--- src/rtl/core/mp2a_pkg.sv ---
`default_nettype none
package mp2a_pkg;

	localparam int MAX_WIDTH   = 256;
	localparam int MAX_HEIGHT  = 256;
	localparam int MAX_WINDOW  = 8;
	localparam int MAX_STRIDE  = 8;
	localparam int SAMPLE_BITS = 16;
	localparam int IDX_BITS    = 29;
	localparam int FLAT_BITS   = 28;
	localparam int DIM_BITS    = 9;
	localparam int POS_BITS    = 8;
	localparam int SIZE_BITS   = 4;
	localparam int PAD_BITS    = 3;
	localparam int OFF_BITS    = 2;
	localparam int SPAN_BITS   = 3;
	localparam int STORE_COLS  = MAX_WIDTH + 8;
	localparam int STORE_DEPTH = MAX_WINDOW * STORE_COLS;
	localparam int STORE_AW    = $clog2(STORE_DEPTH);
	localparam int ENTRY_BITS  = SAMPLE_BITS + IDX_BITS;
	localparam int PADDR_BITS  = 5;
	localparam int PDATA_BITS  = 32;

	typedef enum logic [2:0] {
		REG_IN_WIDTH    = 3'd0,
		REG_IN_HEIGHT   = 3'd1,
		REG_WINDOW_SIZE = 3'd2,
		REG_STRIDE      = 3'd3,
		REG_PADDING     = 3'd4
	} reg_idx_t;

	typedef enum logic [2:0] {
		ST_CALC_START,
		ST_CALC_WAIT,
		ST_IDLE,
		ST_SETUP,
		ST_READ,
		ST_UPDATE,
		ST_ADVANCE
	} state_t;

	// effective (clamped) configuration
	typedef struct packed {
		logic [DIM_BITS-1:0]  w;
		logic [DIM_BITS-1:0]  h;
		logic [SIZE_BITS-1:0] sz;
		logic [SIZE_BITS-1:0] s;
		logic [PAD_BITS-1:0]  pad;
		logic [OFF_BITS-1:0]  off;
	} cfg_t;

	typedef struct packed {
		logic dim_start;
		logic restart;
		logic accept;
		logic setup;
		logic rd;
		logic upd;
		logic adv;
	} cmd_t;

	typedef struct packed {
		logic dim_done;
		logic has_cells;
		logic more_cells;
		logic emit;
		logic out_free;
	} sts_t;

	// window offsets that cover one position along one axis
	typedef struct packed {
		logic                 ok;
		logic [SPAN_BITS-1:0] mstart;
		logic [SPAN_BITS-1:0] mend;
	} span_t;

endpackage
`default_nettype wire

--- src/rtl/core/mp2a_ctrl.sv ---
`default_nettype none
module mp2a_ctrl (
	input  wire logic           clk,
	input  wire logic           arst_n,
	input  wire logic           cfg_wr,
	input  wire logic           in_valid,
	output logic                in_ready,
	input  wire mp2a_pkg::sts_t sts,
	output mp2a_pkg::cmd_t      cmd
);
	import mp2a_pkg::*;

	state_t state_q, state_nx;

	always_ff @(posedge clk or negedge arst_n) begin
		if (!arst_n) begin
			state_q <= ST_CALC_START;
		end else begin
			state_q <= state_nx;
		end
	end

	always_comb begin
		state_nx = state_q;
		case (state_q)
			ST_CALC_START: state_nx = ST_CALC_WAIT;
			ST_CALC_WAIT: begin
				if (sts.dim_done) state_nx = ST_IDLE;
			end
			ST_IDLE: begin
				if (in_valid) state_nx = ST_SETUP;
			end
			ST_SETUP: state_nx = sts.has_cells ? ST_READ : ST_ADVANCE;
			ST_READ: state_nx = ST_UPDATE;
			ST_UPDATE: begin
				if (!sts.emit || sts.out_free) begin
					state_nx = sts.more_cells ? ST_READ : ST_ADVANCE;
				end
			end
			ST_ADVANCE: state_nx = ST_IDLE;
			default: state_nx = ST_CALC_START;
		endcase
		if (cfg_wr) state_nx = ST_CALC_START;
	end

	always_comb begin
		cmd      = '0;
		in_ready = 1'b0;
		case (state_q)
			ST_CALC_START: cmd.dim_start = 1'b1;
			ST_CALC_WAIT: cmd.restart = sts.dim_done;
			ST_IDLE: begin
				in_ready   = 1'b1;
				cmd.accept = in_valid;
			end
			ST_SETUP: cmd.setup = 1'b1;
			ST_READ: cmd.rd = 1'b1;
			ST_UPDATE: cmd.upd = !sts.emit || sts.out_free;
			ST_ADVANCE: cmd.adv = 1'b1;
			default: cmd = '0;
		endcase
	end
endmodule
`default_nettype wire

--- config.mk ---
export PLATFORM = sky130hd
export DESIGN_NAME = mp2a_ctrl
export DESIGN_NICKNAME = d
export VERILOG_FILES = /design/src/rtl/core/mp2a_pkg.sv /design/src/rtl/core/mp2a_ctrl.sv
export SDC_FILE = /design/constraint.sdc
export NUM_CORES = 1
export LEC_CHECK = 0
export ABC_AREA = 1
export BUFFER_PORTS_ARGS = -buffer_cell sky130_fd_sc_hd__buf_2
export CORE_AREA = 2 2 39 41
export CTS_BUF_LIST = sky130_fd_sc_hd__clkbuf_4
export CTS_CLUSTER_SIZE = 10
export DETAILED_ROUTE_END_ITERATION = 8
export DIE_AREA = 0 0 41 43
export SLEW_MARGIN = 5
export SYNTH_ARGS = -nofsm -noshare
export SYNTH_HDL_FRONTEND = slang
export SYNTH_SLANG_ARGS = --single-unit
export TNS_END_PERCENT = 1
--- constraint.sdc ---
create_clock -name clk -period 1.3 [get_ports clk]
set_input_delay 0 -clock clk [delete_from_list [all_inputs] [get_ports clk]]
set_output_delay 0 -clock clk [all_outputs]
set_load 0.01 [all_outputs]
==> results.sh, run 1 <==
export IMPL_outcome="finished clean"
export IMPL_top_regs="state_q (3)"
export IMPL_final_util_pct=31.2
export IMPL_drt_met1_wl_um=228
export IMPL_die_area_mm2=0.00176
export IMPL_drc=0
export IMPL_post_place_ws_ns=0.221
export IMPL_antenna_found_initial=0
export IMPL_ff2ff_path_depth=6
export IMPL_finalNonFillerCells=81
export IMPL_syn_nets=55
export IMPL_grt_ovfl_total=0
export IMPL_syn_avg_cell_area_um2=6.66
export IMPL_r2r_start="state_q[0]"
export IMPL_worst_slack_ns=0.0611
export IMPL_max_clock_freq_ghz=0.807
export IMPL_grt_pass1_vias=319
export IMPL_final_cell_mix="16 x buf_2, 8 x inv_1, 7 x nor2_1"
export IMPL_top_register="state_q"
export IMPL_slew_headroom_pct=82.6
export IMPL_critPathLaunchType="flop"
export IMPL_seq_area_frac_synth_pct=24.5
export IMPL_vias_per_cell=4.27
export IMPL_rsz0062_at_grt="false"
export IMPL_finalHoldViolations=0
export IMPL_largest_reg_flops=3
export IMPL_top_layer="met4"
export IMPL_crit_fanout=8
export IMPL_final_area_um2=432
export IMPL_tightest_slew_ns=0.261
export IMPL_drv_cap=0
export IMPL_reg2reg_setup_slack_ns=0.25
export IMPL_p_total_mw=0.556
export IMPL_grt_start_max_net_pins=9
export IMPL_drive_above_1_share_pct=49.2
export IMPL_synth_seq_cells=3
export IMPL_vias=346
export IMPL_diodes=0
export IMPL_root_buffer="clkbuf_4"
export IMPL_setup_tns_ns=0
export IMPL_min_period_ns=1.24
export IMPL_p_per_area_mw_per_mm2=1290
export IMPL_totalWireLength_um=658
export IMPL_cts_sinks=3
export IMPL_numCtsBuffers=3
export IMPL_fp_row_count=14
export IMPL_cts_setup_buffers=0
export IMPL_firstDrtPassIters=3
export IMPL_wl_per_cell_um=8.12
export IMPL_min_period_over_period_pct=95.3
export IMPL_numPortBuffers=16
export IMPL_nFillCells=168
export IMPL_start_util_pct=22.2
export IMPL_whs_ns=0.0827
export IMPL_place_congestion=0.755
export IMPL_setup_viol=0
export IMPL_detail_route_antenna_nets=0
export IMPL_nNetsFinal=75
export IMPL_die_w_um=41
export IMPL_place_area_um2=379
export IMPL_ys_types=14
export IMPL_core_area_mm2=0.00138
export IMPL_hp_class="primary input to async pin"
export IMPL_cts_htree_levels=1
export IMPL_clkTransAtPathRegs_ns=0.04
export IMPL_final_common_cell="buf_2"
export IMPL_area_growth_pct=40.8
export IMPL_netlist_instances=46
export IMPL_arrival_ns=1.24
export IMPL_hpwl_um=551
export IMPL_grt_usage_pct=9.47
export IMPL_synth_warnings=0
export IMPL_synthesis_area_um2=307
export IMPL_cts_tree="yes"
export IMPL_p_leak_nw=0.250
export IMPL_required_ns=1.30
export IMPL_vdd_ir_drop_max_mv=0.372
export IMPL_grt_pass1_wl_um=1080
export IMPL_cp_end_kind="output port"
export IMPL_r2r_end="state_q[1]"
export IMPL_io_pin_count=17
export IMPL_clk_insertion_delay_late_ns=0.24
export IMPL_clock_path_buffers=2
export IMPL_slew_viol_final=0
export IMPL_die_h_um=43
export IMPL_wl_met2_um=366
export IMPL_wl_met3_um=50
export IMPL_finalClockSkew_ns=0.00235
export IMPL_drt_initial_drc_count=3
export IMPL_critPathKind="flop to output port"
export IMPL_dp_cells=75
## final cells by class
type                            count  area (µm²)  share of cell area, %
Sequential cell                     3        77.6                   18.0
Multi-Input combinational cell     29         163                   37.7
Inverter                           11        41.3                   9.57
Clock buffer                        4        30.0                   6.96
Tap cell                           16        20.0                   4.64
Timing Repair Buffer               18         100                   23.2
## cell usage after synthesis
library cell | number | share of area [%]
nor2_1 | 7 | 8.6
nand3_1 | 6 | 9.8
buf_2 | 1 | 1.6
buf_6 | 2 | 7.3
nand3_2 | 3 | 9.8
nor3_1 | 2 | 3.3
nand2_1 | 4 | 4.9
inv_2 | 3 | 3.7
dfrtp_1 | 3 | 24
inv_1 | 8 | 9.8
nor2_4 | 2 | 7.3
a21oi_1 | 2 | 3.3
nor2_2 | 2 | 4.1
nor4_1 | 1 | 2.0
## critical path: stages, from the launching register on
cell     delay, ns
dfrtp_2       0.46
inv_2         0.10
nand2_1       0.10
nor3_1        0.18
buf_2         0.15
## routing by layer
metal	up-vias	GRT usage, %
li1	179	-
met1	152	7.14
met2	13	15.6
met3	2	3.66
met4	0	10.0
met5	-	0
## worst max path at each step
stage | start | to | slack [ns]
after floorplan | state_q[0] | state_q[1] | 0.32
after global placement | state_q[0] | state_q[1] | 0.23
after detailed placement | state_q[0] | state_q[1] | 0.22
after CTS | state_q[1] | cmd[1] | 0.02
after global routing | state_q[1] | cmd[1] | 0.01
final | state_q[1] | cmd[1] | 0.06
## power breakdown
group | internal, mW | switching, mW | total [mW]
Sequential | 0.114 | 0.0445 | 0.158
Clock | 0.136 | 0.0510 | 0.187
Combinational | 0.0913 | 0.119 | 0.211
Total | 0.341 | 0.215 | 0.556
## repair_timing
action / in CTS / in global routing
resized for setup: 0 / 2
endpoints found under the setup margin: 0 / 5
hold buffers: 2 / 0
hold endpoints to repair: 4 / 0
## cells by family (layout without fill, tap and decap cells)
logic type	count (synthesis)	after routing	share of synthesized area (%)
buffers and inverters	14	33	22.4
and+or+nand+nor	27	27	49.8
DFF	3	3	24.5
AOI/OAI and AO/OA	2	2	3.27
Power figures use the tool's default switching activity.
==> run 2, diff against run 1 <==
- ABC_AREA: 1 -> default
==> results.sh, run 2 <==
export IMPL_outcome="finished clean"
export IMPL_synthArstFlopShare_pct=100
export IMPL_critPathLaunchType="flop"
export IMPL_synthTopCellsByArea="dfrtp_1 30%, and3b_1 7.1%, nor2_1 6.1%"
export IMPL_drv_cap=0
export IMPL_final_area_um2=388
export IMPL_cts_setup_buffers=0
export IMPL_setup_viol=0
export IMPL_vias_per_cell=4.08
export IMPL_place_congestion=0.674
export IMPL_r2r_start="state_q[2]"
export IMPL_antenna_found_initial=0
export IMPL_cts_sinks=3
export IMPL_cts_htree_levels=1
export IMPL_grt_usage_pct=8.37
export IMPL_numCtsBuffers=3
export IMPL_area_growth_pct=57.4
export IMPL_slew_viol_final=0
export IMPL_grt_pass1_wl_um=959
export IMPL_rsz0062_at_grt="false"
export IMPL_arrival_ns=1.22
export IMPL_syn_avg_cell_area_um2=8.50
export IMPL_final_cell_mix="16 x buf_2, 4 x nor2_1, 4 x clkbuf_4"
export IMPL_hold_depth=4
export IMPL_synth_seq_cells=3
export IMPL_top_regs="state_q (3)"
export IMPL_detail_route_antenna_nets=0
export IMPL_place_area_um2=337
export IMPL_worstHoldStart="sts[2]"
export IMPL_tightest_slew_ns=0.355
export IMPL_ff2ff_path_depth=2
export IMPL_fp_row_count=14
export IMPL_grt_start_max_net_pins=13
export IMPL_r2r_end="state_q[1]"
export IMPL_synth_edf_count=0
export IMPL_nFillCells=159
export IMPL_netlist_instances=29
export IMPL_wl_per_cell_um=8.66
export IMPL_root_buffer="clkbuf_4"
export IMPL_min_period_over_period_pct=94.0
export IMPL_grt_pass1_vias=245
export IMPL_drive_above_1_share_pct=51.0
export IMPL_hold_path_end="state_q[1]"
export IMPL_drt_initial_drc_count=4
export IMPL_vdd_ir_drop_max_mv=0.259
export IMPL_slew_headroom_pct=76.3
export IMPL_firstDrtPassIters=4
export IMPL_final_common_cell="buf_2"
export IMPL_largest_reg_flops=3
export IMPL_critPathKind="flop to output port"
export IMPL_seq_area_frac_synth_pct=30.5
export IMPL_ys_types=20
export IMPL_p_total_mw=0.432
export IMPL_clock_path_buffers=2
export IMPL_top_register="state_q"
export IMPL_grt_ovfl_total=0
export IMPL_totalWireLength_um=563
export IMPL_yosysTopAreaCell="dfrtp_1"
export IMPL_p_per_area_mw_per_mm2=1110
export IMPL_clkTransAtPathRegs_ns=0.04
export IMPL_finalHoldViolations=0
export IMPL_synth_top_cells_by_count="4 x nor2_1, 3 x dfrtp_1"
export IMPL_synthesis_area_um2=246
export IMPL_drc=0
export IMPL_syn_nets=38
export IMPL_io_pin_count=17
export IMPL_nNetsFinal=59
export IMPL_finalClockSkew_ns=0.00316
export IMPL_required_ns=1.30
export IMPL_setup_tns_ns=0
export IMPL_die_w_um=41
export IMPL_min_period_ns=1.22
export IMPL_synth_most_common_cell="nor2_1"
export IMPL_synthDominantCellAreaShare_pct=30.5
export IMPL_diodes=0
export IMPL_hp_class="primary input to flop"
export IMPL_p_leak_nw=0.209
export IMPL_clk_insertion_delay_late_ns=0.23
export IMPL_vias=265
export IMPL_die_h_um=43
export IMPL_synth_warnings=0
export IMPL_die_area_mm2=0.00176
export IMPL_max_clock_freq_ghz=0.818
export IMPL_numPortBuffers=16
export IMPL_reg2reg_setup_slack_ns=0.22
export IMPL_start_util_pct=17.8
export IMPL_core_area_mm2=0.00138
export IMPL_cts_tree="yes"
export IMPL_cp_end_kind="output port"
export IMPL_ys_flop_type="dfrtp_1"
export IMPL_hpwl_um=416
export IMPL_crit_fanout=8
run 2: layout make-up:
type / instances / area, µm² / area share [%]
multi-input combinational: 23 / 158 / 40.6
timing repair buffer: 18 / 100 / 25.8
sequential: 3 / 76.3 / 19.7
clock buffer: 4 / 30.0 / 7.74
tap: 16 / 20.0 / 5.16
inverter: 1 / 3.75 / 0.968
run 2: cells by family after synthesis:
group,after synthesis,share of synthesized area (%)
flip-flops,3,30.5
multiplexers,2,8.63
buffers and inverters,3,5.58
AND/OR/NAND/NOR,17,42.6
AO/OA/AOI/OAI,4,12.7
run 2: worst max-delay path by stage:
stage               startpoint  cells past startpoint          to  slack [ns]
detailed placement  state_q[2]                      2  state_q[0]        0.23
floorplan           state_q[2]                      3      cmd[4]        0.28
finish              state_q[0]                      3      cmd[1]        0.08
global placement    state_q[2]                      2  state_q[0]        0.24
CTS                 state_q[1]                      3      cmd[1]        0.02
global route        state_q[0]                      3      cmd[1]       0.008
run 2: power breakdown:
part / internal, mW / switching [mW] / total, mW
sequential: 0.106 / 0.0300 / 0.136
combinational: 0.0630 / 0.0494 / 0.112
clock: 0.136 / 0.0474 / 0.183
total: 0.305 / 0.127 / 0.432
run 2: metrics by stage:
stage | worst slack (ns) | hold slack, ns | utilization [%] | instances
2_1_floorplan | 0.280 | -0.296 | - | 29
4_1_cts | 0.0207 | 0.0492 | 27.9 | 65
3_3_place_gp | 0.239 | -0.203 | 24.3 | 59
5_1_grt | 0.00760 | 0.0790 | 28.0 | 65
6_report | 0.0775 | 0.0511 | 28.0 | 65
3_5_place_dp | 0.226 | -0.202 | 24.3 | 59
run 2: repair_timing:
action	4_1_cts	5_1_grt
endpoints found under the setup margin	0	2
endpoints found under the hold margin	4	0
resized for setup	0	1
hold buffers	2	0
run 2: routing by layer:
layer / vias to the layer above / track usage, % / part of all wire [%]
met5: - / 0 / 0
met4: 0 / 8.00 / 0
met3: 0 / 3.14 / 6.7
met2: 10 / 10.6 / 49
met1: 116 / 10.1 / 44
li1: 139 / - / -
run 2: worst max-delay path, stage by stage (launching register included):
cell and delay (ns):
dfrtp_1 0.46, and2b_1 0.22, and3_1 0.18, buf_2 0.13
